$ cat config.mk
export PLATFORM = sky130hd
export DESIGN_NAME = smv_ctrl
export DESIGN_NICKNAME = d
export VERILOG_FILES = /design/src/rtl/smoothed_exp_vco_dds_defines.svh /design/src/rtl/smv_pkg.sv /design/src/rtl/smv_ctrl.sv
export SDC_FILE = /design/constraint.sdc
export NUM_CORES = 1
export LEC_CHECK = 0
export BUFFER_PORTS_ARGS = -buffer_cell sky130_fd_sc_hd__buf_2
export CELL_PAD_IN_SITES_DETAIL_PLACEMENT = 1
export CELL_PAD_IN_SITES_GLOBAL_PLACEMENT = 2
export CORE_MARGIN = 1.5
export CORE_UTILIZATION = 27
export DETAILED_ROUTE_END_ITERATION = 16
export PLACE_DENSITY = 0.79
export SYNTH_ARGS = -nofsm -noshare
export SYNTH_HDL_FRONTEND = slang
export SYNTH_SLANG_ARGS = --single-unit
$ cat constraint.sdc
create_clock -name i_clk -period 1.61 [get_ports i_clk]
set_input_delay 0.2415 -clock i_clk [delete_from_list [all_inputs] [get_ports i_clk]]
set_output_delay 0.2415 -clock i_clk [all_outputs]
set_load 0.005 [all_outputs]
$ cat src/rtl/smoothed_exp_vco_dds_defines.svh
// assertion macros for the smoothed exponential vco dds
// used by the top level; no other dependencies
`ifndef SMOOTHED_EXP_VCO_DDS_DEFINES_SVH
`define SMOOTHED_EXP_VCO_DDS_DEFINES_SVH

// antecedent implies consequent in the same cycle
`define SMV_ASSERT_IMP(label, clk, rst_n, ante, cons) \
    label: assert property (@(posedge clk) disable iff (!(rst_n)) (ante) |-> (cons)) \
        else $error("smv assertion failed");

// antecedent implies consequent in the next cycle
`define SMV_ASSERT_NEXT(label, clk, rst_n, ante, cons) \
    label: assert property (@(posedge clk) disable iff (!(rst_n)) (ante) |=> (cons)) \
        else $error("smv assertion failed");

`endif

$ cat src/rtl/smv_pkg.sv
// shared constants, types and sine table for the smoothed exponential vco dds
// no dependencies
`timescale 1ns / 1ps

package smv_pkg;

    localparam int PHASE_BITS      = 32;
    localparam int SINE_TABLE_BITS = 10;
    localparam int SAMPLE_BITS     = 16;

    localparam int QUARTER   = 1 << (SINE_TABLE_BITS - 2);
    localparam int ROM_IDX_W = SINE_TABLE_BITS - 1;

    localparam int DIV_N_W   = 48;
    localparam int DIV_D_W   = 24;
    localparam int DIV_CNT_W = $clog2(DIV_N_W);

    localparam int CFG_IDX_W  = 2;
    localparam int CFG_DATA_W = 31;

    localparam logic [30:0] Q30_ONE    = 31'd1073741824;
    localparam logic [29:0] LN2_Q30    = 30'd744261118;
    localparam logic [30:0] LOG2E_Q30  = 31'd1549082005;
    localparam logic [30:0] HALFPI_Q30 = 31'd1686629713;
    localparam logic [23:0] PITCH_DIV  = 24'd10485760;

    localparam logic [30:0] RST_BASE_STEP = 31'd3511479;
    localparam logic [15:0] RST_SLOPE     = 16'd2048;
    localparam logic [14:0] RST_AMPLITUDE = 15'd3277;
    localparam logic [19:0] RST_TAU       = 20'd10000;

    typedef enum logic [CFG_IDX_W-1:0] {
        CFG_BASE_STEP = 2'd0,
        CFG_SLOPE     = 2'd1,
        CFG_AMPLITUDE = 2'd2,
        CFG_TAU       = 2'd3
    } t_cfg_idx;

    typedef enum logic [4:0] {
        OP_NONE, OP_LOADV, OP_XDIV, OP_YMUL, OP_AZERO, OP_EXP_INIT, OP_EMUL,
        OP_EDIV, OP_ESTEP, OP_AFILT, OP_FMUL, OP_FADD, OP_PMUL, OP_PDIV,
        OP_PEXP, OP_MMUL, OP_STEP, OP_TROM, OP_TOUT
    } t_op;

    typedef enum logic [4:0] {
        S_IDLE, S_LOADV, S_XDIV, S_XWAIT, S_YMUL, S_YCHK, S_EINIT, S_EMUL,
        S_EDIV, S_EWAIT, S_AFILT, S_FMUL, S_FADD, S_PMUL, S_PDIV, S_PWAIT,
        S_MMUL, S_STEP, S_TROM, S_TOUT
    } t_state;

    typedef struct packed {
        logic accept;
        t_op  op;
    } t_cmd;

    typedef struct packed {
        logic div_done;
        logic x_big;
        logic n_big;
        logic k_one;
        logic out_full;
    } t_stat;

    typedef logic [SAMPLE_BITS-1:0] t_sine_tab [QUARTER+1];

    // quarter-wave magnitude, entries 0 to a full quarter inclusive
    function automatic t_sine_tab build_sine_tab();
        t_sine_tab   tab;
        logic [63:0] th;
        logic [63:0] th2;
        logic [63:0] t;
        logic [63:0] s;
        logic [63:0] v;
        logic [63:0] one;
        logic [63:0] vmax;
        one  = 64'd1 << 30;
        vmax = 64'd1 << (SAMPLE_BITS - 1);
        for (int r = 0; r <= QUARTER; r++) begin
            th  = (64'(r) * 64'(HALFPI_Q30)) >> (SINE_TABLE_BITS - 2);
            th2 = (th * th) >> 30;
            t   = one;
            for (int j = 7; j >= 1; j--) begin
                t = one - ((th2 * t) >> 30) / 64'((2 * j) * (2 * j + 1));
            end
            s = (th * t) >> 30;
            if (s > one) s = one;
            v = (s + (64'd1 << (30 - SAMPLE_BITS))) >> (31 - SAMPLE_BITS);
            if (v > vmax) v = vmax;
            tab[r] = v[SAMPLE_BITS-1:0];
        end
        return tab;
    endfunction

    localparam t_sine_tab SINE_TAB = build_sine_tab();

endpackage

$ cat src/rtl/smv_ctrl.sv
// controller state machine sequencing voltage and tick transactions
// depends on smv_pkg
`timescale 1ns / 1ps

module smv_ctrl
    import smv_pkg::*;
(
    input  logic  i_clk,
    input  logic  i_rst_n,
    input  logic  i_in_valid,
    input  logic  i_func,
    input  logic  i_dt_zero,
    input  t_stat i_stat,
    output logic  o_ready,
    output t_cmd  o_cmd
);

    t_state r_state;
    t_state n_state;
    logic   r_pitch;
    logic   n_pitch;

    always_ff @(posedge i_clk) begin
        if (!i_rst_n) begin
            r_state <= S_IDLE;
            r_pitch <= 1'b0;
        end else begin
            r_state <= n_state;
            r_pitch <= n_pitch;
        end
    end

    always_comb begin
        n_state      = r_state;
        n_pitch      = r_pitch;
        o_cmd.accept = 1'b0;
        o_cmd.op     = OP_NONE;
        o_ready      = 1'b0;
        case (r_state)
            S_IDLE: begin
                o_ready = 1'b1;
                if (i_in_valid) begin
                    o_cmd.accept = 1'b1;
                    if (i_func)         n_state = S_TROM;
                    else if (i_dt_zero) n_state = S_LOADV;
                    else                n_state = S_XDIV;
                end
            end
            S_LOADV: begin
                o_cmd.op = OP_LOADV;
                n_state  = S_PMUL;
            end
            S_XDIV: begin
                o_cmd.op = OP_XDIV;
                n_state  = S_XWAIT;
            end
            S_XWAIT: if (i_stat.div_done) n_state = S_YMUL;
            S_YMUL: begin
                if (i_stat.x_big) begin
                    o_cmd.op = OP_AZERO;
                    n_state  = S_FMUL;
                end else begin
                    o_cmd.op = OP_YMUL;
                    n_state  = S_YCHK;
                end
            end
            S_YCHK: begin
                n_pitch = 1'b0;
                if (i_stat.n_big) begin
                    o_cmd.op = OP_AZERO;
                    n_state  = S_FMUL;
                end else begin
                    n_state = S_EINIT;
                end
            end
            S_EINIT: begin
                o_cmd.op = OP_EXP_INIT;
                n_state  = S_EMUL;
            end
            S_EMUL: begin
                o_cmd.op = OP_EMUL;
                n_state  = S_EDIV;
            end
            S_EDIV: begin
                o_cmd.op = OP_EDIV;
                n_state  = S_EWAIT;
            end
            S_EWAIT: begin
                if (i_stat.div_done) begin
                    o_cmd.op = OP_ESTEP;
                    if (!i_stat.k_one) n_state = S_EMUL;
                    else if (r_pitch)  n_state = S_MMUL;
                    else               n_state = S_AFILT;
                end
            end
            S_AFILT: begin
                o_cmd.op = OP_AFILT;
                n_state  = S_FMUL;
            end
            S_FMUL: begin
                o_cmd.op = OP_FMUL;
                n_state  = S_FADD;
            end
            S_FADD: begin
                o_cmd.op = OP_FADD;
                n_state  = S_PMUL;
            end
            S_PMUL: begin
                o_cmd.op = OP_PMUL;
                n_state  = S_PDIV;
            end
            S_PDIV: begin
                o_cmd.op = OP_PDIV;
                n_state  = S_PWAIT;
            end
            // exponent split, in the cycle after the reciprocal divide
            S_PWAIT: begin
                o_cmd.op = OP_PEXP;
                n_pitch  = 1'b1;
                n_state  = S_EINIT;
            end
            S_MMUL: begin
                o_cmd.op = OP_MMUL;
                n_state  = S_STEP;
            end
            S_STEP: begin
                o_cmd.op = OP_STEP;
                n_state  = S_IDLE;
            end
            S_TROM: begin
                o_cmd.op = OP_TROM;
                n_state  = S_TOUT;
            end
            S_TOUT: begin
                if (!i_stat.out_full) begin
                    o_cmd.op = OP_TOUT;
                    n_state  = S_IDLE;
                end
            end
            default: n_state = S_IDLE;
        endcase
    end

endmodule

# ---- Word level (Yosys, flattened, before mapping)
# Index checks and enable logic that the tools add are counted.
dict set report op_classes {
  n_eq_ne 23
  n_reduce_logical 4
  mux 20
}
# op count
set op_table {}
lappend op_table {{5-bit case mux with 18 select lines} 2}
lappend op_table {{5-bit by 4-bit == test with 1-bit output, second input constant} 8}
lappend op_table {{5-bit two-way mux} 8}
lappend op_table {{5-bit by 3-bit == test with 1-bit output, second input constant} 4}
lappend op_table {{5-bit == test, second input constant} 4}
lappend op_table {{4-bit two-way mux} 3}
lappend op_table {{5-bit by 2-bit == test with 1-bit output, second input constant} 2}
lappend op_table {{2-bit != test, second input constant} 4}
lappend op_table {{3-bit two-way mux} 2}
lappend op_table {{5-bit by 1-bit == test with 1-bit output, second input constant} 1}
lappend op_table {{5-bit zero test} 1}
lappend op_table {{4-bit AND reduction} 1}
lappend op_table {{1-bit two-way mux} 3}
lappend op_table {{2-bit two-way mux} 1}
lappend op_table {{1-bit case mux with 2 select lines} 1}
lappend op_table {{2-bit nonzero test} 1}
lappend op_table {{2-bit OR reduction} 1}
dict set report totals {
  word_cells 49
  out_inout_bits 7
  in_bits 10
  register_bits 6
}

# ---- Logic depth before layout (Yosys ltp)
# Gate-level depths: netlist of run 1.
dict set report logic_depth {
  depth_word 4
  depth_mapped 7
  depth_no_buf 5
}

# ---- Worst setup path before layout of run 1
# Ideal clock, no wire load.
dict set report synth_timing {
  path_type {reg-to-reg}
  from {reg r_state[3]}
  to {reg r_state[3]}
  n_path_buf 1
  path_slack_ns 0.072
  setup_ns 0.088
  t_arrival_ns 1.450
  stages_incl_launch_ff 7
  required_ns 1.522
  path_cell_list {dfxtp_1 > buf_4 > nor3_1 > mux2_4 > nor2_1 > nand2_2 > o32ai_2}
}
dict set report synth_via {
  elab_chain_cells 3
  elab_cells_between_ends 26
  cone_classes {22 x eq/ne; 1 x mux; 3 x reduce/logical}
}
# element line
set synth_rtl {}
lappend synth_rtl {{start, declared} smv_ctrl.sv:18} ;# t_state r_state;
lappend synth_rtl {{start signal, assigned} smv_ctrl.sv:28} ;# r_state <= n_state;
lappend synth_rtl {{5-bit by 4-bit == test with 1-bit output (tied with other cells)} smv_ctrl.sv:39} ;# case (r_state)
lappend synth_rtl {{2-bit OR reduction (no source line) or 2-bit != test (tied branches)} --}
lappend synth_rtl {{5-bit case mux with 18 select lines or 4-bit AND reduction (tied branches)} --}
# Parallel ways exist; a longest one is shown, timed or not.
# A chain may end at the register's enable or synchronous reset.

==> results of run 1 <==
-- registers in the layout, summed over array words and instances (netlist names) --
name,flops
r_state,5
r_pitch,1
-- how the worst max path moves through the flow --
stage | endpoint | depth (start not counted)
2_1_floorplan | r_state[3] | 6
3_5_place_dp | r_state[0] | 6
5_1_grt | o_cmd[2] | 6
6_report | o_cmd[2] | 6
4_1_cts | o_cmd[2] | 4
3_3_place_gp | r_state[3] | 5
-- cells in the final DEF (no fill, tap or decap), types with 3 or more instances in the layout --
cell type and count:
nand3_1 3, nor3_1 4, o21ai_2 3, nand2_1 8
a21oi_1 6, o21ai_0 6, inv_1 3, a21oi_2 3
buf_6 5, buf_2 15, o22ai_1 3, buf_4 33
o21ai_1 5, clkbuf_4 3, nor2b_1 3, dfxtp_4 4
nand2b_1 4, nor2_1 10
-- worst max-delay path: stages (launching register included) --
cell and delay (ns):
dfxtp_4 0.40, mux2_2 0.37, a21oi_2 0.16, nor2_1 0.06
a21oi_2 0.15, o21ai_2 0.06, buf_2 0.12
-- final cells by class --
type / instances / area (um2)
clock buffer: 3 / 22.5
fill: 365 / 1560
inverter: 5 / 23.8
multi-input combinational: 95 / 694
sequential: 6 / 136
tap: 31 / 38.8
timing repair buffer: 53 / 379
-- power by group --
part,leakage (nW),internal [mW],switching (mW),total [mW]
Sequential,0.0523,0.214,0.0920,0.306
Combinational,0.501,1.08,0.934,2.01
Clock,0.0138,0.0849,0.0623,0.147
Total,0.567,1.38,1.09,2.46
-- metrics by stage --
stage / hold slack, ns / std cells / setup slack (ns) / area, um2
3_5_place_dp: 0.522 / 174 / -0.0572 / 1010
6_report: 0.279 / 193 / -0.189 / 1290
5_1_grt: 0.276 / 193 / -0.258 / 1290
3_3_place_gp: 0.506 / 174 / -0.0379 / 1010
2_1_floorplan: 0.356 / 115 / 0.0720 / 833
4_1_cts: 0.275 / 182 / -0.181 / 1130
-- layer usage --
layer	share of wire (%)	GRT usage (%)	vias to the layer above
met4	1.6	6.31	0
li1	-	-	511
met2	54	35.2	26
met3	2.6	2.64	4
met5	0	0	-
met1	42	22.9	532
-- synth_stat cells, types with 2 or more instances --
| master | number |
|---|---|
| nand2_1 | 8 |
| and2_1 | 2 |
| o21ai_0 | 12 |
| inv_1 | 5 |
| o21ai_1 | 2 |
| clkbuf_8 | 4 |
| nor2_1 | 12 |
| dfxtp_1 | 6 |
| buf_4 | 2 |
| nor2b_1 | 5 |
| buf_6 | 2 |
| a21oi_1 | 9 |
| nor3_1 | 6 |
| mux2_2 | 2 |
| nand2b_1 | 4 |
| nand3_1 | 3 |
| o22ai_1 | 4 |
-- cells by family (layout without fill, tap and decap cells) --
family / Yosys count / in the layout / share of synthesized area [%]
compound gates: 39 / 39 / 30.5
xor+xnor: 1 / 1 / 1.05
buf+inv: 14 / 61 / 14.0
flops: 6 / 6 / 14.4
mux: 4 / 4 / 5.71
simple gates: 51 / 51 / 34.4
-- timing repair --
item                       4_1_cts  5_1_grt
setup endpoints to repair       12       12
pin swaps                        7        8
gates cloned                     0        0
resized for setup               24       24
hold endpoints to repair         0        0
buffers inserted                 6       11
==> flow_summary.toml, run 1 <==
[global_route]
grt_antenna_before_repair = 0
gr-usage-all-layers_pct = 19.2
grt_pass1_vias = 1080
grt_max_degree = 16
grt_pass1_wl_um = 5070
grt.overflow.total = 0

[route]
firstDrtPassIters = 4
viasPerCell = 5.56
ant_nets = 0
routed_wl_um = 3400
drc = 0
wl_per_cell_um = 17.6
vias = 1073
drtIter0Drc = 27

[logic_synthesis]
ys_seq_elements = 6
ys_seq_area_share_pct = 14.4
syn_inst = 115
yosysTopAreaCellShare_pct = 14.4
ys.flop_type = "dfxtp_1"
synthArstFlopShare_pct = 0
synth_warnings = 0
syn_area_um2 = 833
synth_nets = 125
yosysTopAreaCell = "dfxtp_1"
synth_edf_count = 0
synth_area_leaders = "dfxtp_1, o21ai_0, clkbuf_8"
yosysUniqueCellTypes = 44
avgSynthCellArea_um2 = 7.25

[clock_tree]
clockBufferDepth = 2
htreeDepth = 1
cts_sinks = 6
tritoncts = "yes"
cts_hold_buf = 0
clk_pin_slew_ns = 0.05
cts-buffers-inserted = 3
root_buffer = "clkbuf_4"
clk_latency_ns = 0.25

[job]
maxCapViolCount = 0

[layout]
fin_util_pct = 45.4
antennaDiodeCount = 0
nets = 174
drive_gt1_share_pct = 56.2
area_growth_pct = 55.4

[worst_hold_path]
hold_path.class = "in -> reg"
whs_path_depth = 2
worstHoldEndpoint = "r_state[0]"
hold_start = "i_rst_n"

[critical_path]
r2r_end = "r_state[2]"
rrSetupSlack_ns = -0.05
reg2reg_from = "r_state[1]"
path_class = "reg -> out"
worst_r2r_path_depth = 7
worstSetupEndpointType = "primary output"
cp_data_arrival_time_ns = 1.56
cp_max_fo = 9
crit_path_start = "r_state[0]"
cp.required_ns = 1.37
start_kind = "flop"

[sta]
tightestPinTransition_ns = 0.346
fin_worst_skew_ns = 0.00282
min_period_over_period_pct = 112
period_needed_ns = 1.80
tns_ns = -0.557
slew_headroom_pct = 76.7
finalHoldViolations = 0
rsz0062_at_grt = "true"
final_max_slew_viol_count = 0
finalSetupViolations = 7
setup_ws_ns = -0.189
timing.fmax_mhz = 556

[outcome]
violations = "setup timing"
status = "complete, but fails checks"

[placement]
gp_congestion = 0.846
dp_hpwl_um = 2230
port-buffer-count = 16

[power_and_ir_drop]
p_per_area_nw_per_um2 = 1900
p_total_mw = 2.46
leakage_nw = 0.567
ir_worst_vdd_mv = 0.470

[floorplan]
die_w_um = 58.6
ios = 17
fp.dieH_um = 58.6
core_area_um2 = 2850
num_rows = 19
die-area_um2 = 3430
initial_core_util_pct = 29.2
Note: power is estimated with default switching activity, not from simulation.
==> run 2: changes to the inputs <==
--- a/config.mk
+++ b/config.mk
@@ -5,13 +5,15 @@
 export SDC_FILE = /design/constraint.sdc
 export NUM_CORES = 1
 export LEC_CHECK = 0
+export ABC_AREA = 0
 export BUFFER_PORTS_ARGS = -buffer_cell sky130_fd_sc_hd__buf_2
 export CELL_PAD_IN_SITES_DETAIL_PLACEMENT = 1
-export CELL_PAD_IN_SITES_GLOBAL_PLACEMENT = 2
+export CELL_PAD_IN_SITES_GLOBAL_PLACEMENT = 1
 export CORE_MARGIN = 1.5
-export CORE_UTILIZATION = 27
+export CORE_UTILIZATION = 34
 export DETAILED_ROUTE_END_ITERATION = 16
-export PLACE_DENSITY = 0.79
+export PLACE_DENSITY = 0.77
+export RECOVER_POWER = 25
 export SYNTH_ARGS = -nofsm -noshare
 export SYNTH_HDL_FRONTEND = slang
 export SYNTH_SLANG_ARGS = --single-unit
==> run 2 against run 1 <==
Compared with the run above: hold slack worse by 0.016 ns; highest routed layer unchanged; sequential cell count did not move; critical path depth down 2; setup slack better by 0.030 ns; critical path type unchanged; clock power grew 7%; combinational power is 13% lower; register-to-register slack improved by 0.02 ns; sequential share of layout area rose by 1.2 points; the run still ends with setup timing left; final area decreased by 8.4%; core utilization grew 7.2 points; non-clock buffer count is 11 lower.
==> flow_summary.toml, run 2 (synthesis results as in run 1) <==
[worst_hold_path]
worstHoldEndpoint = "r_state[4]"
hold_start = "i_func"
whs_path_depth = 3
hold_path.class = "in -> reg"

[job]
maxCapViolCount = 0

[critical_path]
rrSetupSlack_ns = -0.03
critPathSlowestCell = "or4_4"
worstPathCellList = "or2_4 > or4_4 > o21ai_1 > buf_2"
reg2reg_from = "r_state[0]"
crit_path_max_incr_delay_ns = 0.43
crit_buf_inv = 1
r2r_end = "r_state[0]"
crit_family = "simple AND/OR/NAND/NOR gates"
worst_r2r_path_depth = 6
cp_data_arrival_time_ns = 1.53
path_class = "reg -> out"
cp_max_fo = 4
cp.required_ns = 1.37
worstSetupEndpointType = "primary output"
start_kind = "flop"
crit_path_start = "r_state[1]"

[layout]
largest-register = "r_state"
nets = 163
drive_gt1_share_pct = 50.3
area_growth_pct = 42.3
largest_register_ffs = 5
layout_commonest_cell = "buf_4"
most-common-layout-cells = "buf_4, buf_2, nor2_1, nand2_1"
final_area_um2 = 1190
antennaDiodeCount = 0
top_regs = "r_state x5, r_pitch x1"

[global_route]
grt_pass1_wl_um = 5220
grt_max_degree = 14
grt_antenna_before_repair = 0
grt.overflow.total = 0
gr-usage-all-layers_pct = 26.8
grt_pass1_vias = 1055

[floorplan]
num_rows = 17
die_w_um = 52.5
fp.dieH_um = 52.5
ios = 17
initial_core_util_pct = 37.0
core_area_um2 = 2250
die-area_um2 = 2760

[clock_tree]
cts-buffers-inserted = 3
cts_sinks = 6
htreeDepth = 1
tritoncts = "yes"
cts_hold_buf = 0
clk_latency_ns = 0.27
clk_pin_slew_ns = 0.06
clockBufferDepth = 2
root_buffer = "clkbuf_4"

[placement]
gp_congestion = 0.899
port-buffer-count = 16
place_area_um2 = 993
dp_hpwl_um = 2270

[sta]
slew_headroom_pct = 79.9
timing.fmax_mhz = 565
setup_ws_ns = -0.159
finalHoldViolations = 0
rsz0062_at_grt = "true"
min_period_over_period_pct = 110
fin_worst_skew_ns = 0.0113
tns_ns = -0.507
tightestPinTransition_ns = 0.301
finalSetupViolations = 7
period_needed_ns = 1.77
final_max_slew_viol_count = 0

[route]
viasPerCell = 5.74
drc = 0
vias = 1028
wl_per_cell_um = 18.2
routed_wl_um = 3270
drtIter0Drc = 11
firstDrtPassIters = 4
ant_nets = 0

[outcome]
violations = "setup timing"
status = "complete, but fails checks"

[power_and_ir_drop]
p_per_area_nw_per_um2 = 1860
leakage_nw = 0.497
ir_worst_vdd_mv = 0.758
-- run 2: tightest hold or removal path: cells and delay by family --
family	cells	cell delay, ns
compound gates	2	0.16
buf+inv	1	0.09
-- run 2: per-stage QoR --
stage | worst slack (ns) | std cells | util (%) | power (mW) | hold slack (ns)
3_3_place_gp | -0.0341 | 169 | 44.1 | 1.63 | 0.516
5_1_grt | -0.201 | 179 | 52.6 | 2.37 | 0.279
6_report | -0.159 | 179 | 52.6 | 2.20 | 0.263
3_5_place_dp | -0.0638 | 169 | 44.1 | 1.67 | 0.537
4_1_cts | -0.164 | 177 | 49.8 | 2.08 | 0.252
2_1_floorplan | 0.0720 | 115 | - | 1.21 | 0.356
-- run 2: how the worst max path moves through the flow --
stage                       to  slack, ns  cells after the start
global placement    r_state[0]      -0.03                      6
floorplan           r_state[3]       0.07                      6
finish                o_cmd[2]      -0.16                      4
CTS                   o_cmd[2]      -0.16                      4
global route          o_cmd[2]      -0.20                      4
detailed placement  r_state[0]      -0.06                      6
-- run 2: cell type report --
class,instances,area [um2]
tap,28,35.0
fill,301,1070
sequential,6,139
timing repair buffer,42,288
clock buffer,3,22.5
multi-input combinational,95,683
inverter,5,18.8
-- run 2: what timing repair did --
item	CTS	global route
setup endpoints to repair	11	12
hold endpoints to repair	0	0
pin swaps	5	6
buffers inserted	5	2
gates resized for setup	24	14
-- run 2: power by group --
part | switching (mW) | internal, mW
combinational | 0.855 | 0.889
clock | 0.0716 | 0.0855
sequential | 0.0866 | 0.217
-- run 2: per-layer routing --
metal  share of wire (%)  vias up  global-route usage [%]
met5                   0        -                       0
met4                 2.9        0                    14.1
met3                 2.9        8                    2.86
met2                  51       26                    49.0
met1                  43      505                    30.1
li1                    -      489                       -
==> run 3: changes to the inputs <==
--- a/config.mk
+++ b/config.mk
@@ -6,6 +6,7 @@
 export NUM_CORES = 1
 export LEC_CHECK = 0
 export ABC_AREA = 0
+export ABC_CLOCK_PERIOD_IN_PS = 1610
 export BUFFER_PORTS_ARGS = -buffer_cell sky130_fd_sc_hd__buf_2
 export CELL_PAD_IN_SITES_DETAIL_PLACEMENT = 1
 export CELL_PAD_IN_SITES_GLOBAL_PLACEMENT = 1
@@ -13,7 +14,6 @@
 export CORE_UTILIZATION = 34
 export DETAILED_ROUTE_END_ITERATION = 16
 export PLACE_DENSITY = 0.77
-export RECOVER_POWER = 25
 export SYNTH_ARGS = -nofsm -noshare
 export SYNTH_HDL_FRONTEND = slang
 export SYNTH_SLANG_ARGS = --single-unit
==> run 3 against run 2 <==
Compared with the run above: the flow still finishes with violations (setup timing); sequential power barely moved; critical path type unchanged; register-to-register slack better by 0.04 ns; power grew 0.35%; hold slack worse by 0.00051 ns; die area unchanged; critical path depth unchanged; largest cell class unchanged; clock-buffer cell count did not move.
==> flow_summary.toml, run 3 (synthesis results as in run 1) <==
[route]
ant_nets = 0
drc = 0
viasPerCell = 5.80
firstDrtPassIters = 4
wl_per_cell_um = 18.3
routed_wl_um = 3270
vias = 1038
drtIter0Drc = 10

[layout]
final_area_um2 = 1190
most-common-layout-cells = "buf_4, buf_2, nor2_1, nand2_1"
antennaDiodeCount = 0
area_growth_pct = 42.6
top_regs = "r_state x5, r_pitch x1"
largest-register = "r_state"
drive_gt1_share_pct = 50.3
layout_commonest_cell = "buf_4"
largest_register_ffs = 5
nets = 163

[sta]
slew_headroom_pct = 79.6
tightestPinTransition_ns = 0.306
period_needed_ns = 1.77
finalSetupViolations = 5
finalHoldViolations = 0
fin_worst_skew_ns = 0.0117
final_max_slew_viol_count = 0
timing.fmax_mhz = 565
setup_ws_ns = -0.160
min_period_over_period_pct = 110
whs_ns = 0.263
rsz0062_at_grt = "true"

[placement]
place_area_um2 = 993
gp_congestion = 0.899
port-buffer-count = 16
dp_hpwl_um = 2270

[floorplan]
die-area_um2 = 2760
die_w_um = 52.5
num_rows = 17
core_area_um2 = 2250
ios = 17
initial_core_util_pct = 37.0
fp.dieH_um = 52.5

[worst_hold_path]
hold_start = "i_func"
hold_path.class = "in -> reg"

[clock_tree]
root_buffer = "clkbuf_4"
cts_sinks = 6
clk_pin_slew_ns = 0.06
tritoncts = "yes"
clockBufferDepth = 2
cts-buffers-inserted = 3
cts_hold_buf = 0
clk_latency_ns = 0.27
htreeDepth = 1

[global_route]
grt_max_degree = 14
grt_pass1_wl_um = 5220
gr-usage-all-layers_pct = 26.8
grt.overflow.total = 0
grt_antenna_before_repair = 0
grt_pass1_vias = 1055

[critical_path]
rrSetupSlack_ns = 0.01
crit_path_start = "r_state[1]"
cp_data_arrival_time_ns = 1.53
crit_family = "simple AND/OR/NAND/NOR gates"
critPathSlowestCell = "or4_4"
worstPathCellList = "or2_4 > or4_4 > o21ai_1 > buf_2"
reg2reg_from = "r_state[1]"
path_class = "reg -> out"
worstSetupEndpointType = "primary output"
start_kind = "flop"
crit_buf_inv = 1
cp.required_ns = 1.37
crit_path_max_incr_delay_ns = 0.43
cp_max_fo = 4

[power_and_ir_drop]
p_per_area_nw_per_um2 = 1860
leakage_nw = 0.498
ir_worst_vdd_mv = 0.759

[outcome]
status = "complete, but fails checks"
violations = "setup timing"

[job]
maxCapViolCount = 0
[run 3: cell types whose count changed in the layout (fill, tap and decap cells not counted), sizes merged]
cell,change
clkbuf,-1
buf,+1
[run 3: final cells by class]
type | instances | area [um2]
Sequential cell | 6 | 139
Fill cell | 301 | 1070
Inverter | 5 | 18.8
Timing Repair Buffer | 42 | 290
Multi-Input combinational cell | 95 | 683
Clock buffer | 3 | 22.5
Tap cell | 28 | 35.0
[run 3: routing by layer]
layer,share of wire [%],GRT usage (%),vias up
li1,-,-,489
met4,2.9,14.1,0
met5,0,0,-
met3,2.5,2.86,8
met2,51,49.0,26
met1,43,30.1,515
[run 3: power breakdown]
part           internal, mW  switching (mW)
Combinational         0.894           0.855
Clock                0.0855          0.0720
Sequential            0.217          0.0886
Total                  1.20            1.02
[run 3: worst reg2reg max path: stages, from the launching register on]
cell and delay [ns]:
dfxtp_4 0.35, buf_4 0.16, buf_4 0.14, and3_2 0.19
a31oi_1 0.14, o21ai_0 0.13, o21ai_0 0.24, o32ai_2 0.11
[run 3: worst paths after layout]
path,to,cells past startpoint
worst min-delay path,r_state[4],3
worst max register to register,r_state[3],7
worst min register to register,r_pitch,2
worst max-delay path,o_cmd[2],4
[run 3: what timing repair did]
action,4_1_cts,5_1_grt
pin swaps,5,6
gates resized for setup,24,14
endpoints found under the setup margin,11,12
setup buffers,5,2
[run 3: metrics by stage]
step | TNS, ns | setup slack (ns) | std cells | power (mW) | utilization [%]
2_1_floorplan | 0 | 0.0720 | 115 | 1.21 | -
4_1_cts | -0.666 | -0.164 | 177 | 2.08 | 49.8
3_3_place_gp | -0.0341 | -0.0341 | 169 | 1.63 | 44.1
5_1_grt | -0.865 | -0.201 | 179 | 2.37 | 52.7
3_5_place_dp | -0.174 | -0.0638 | 169 | 1.67 | 44.1
6_report | -0.469 | -0.160 | 179 | 2.21 | 52.7
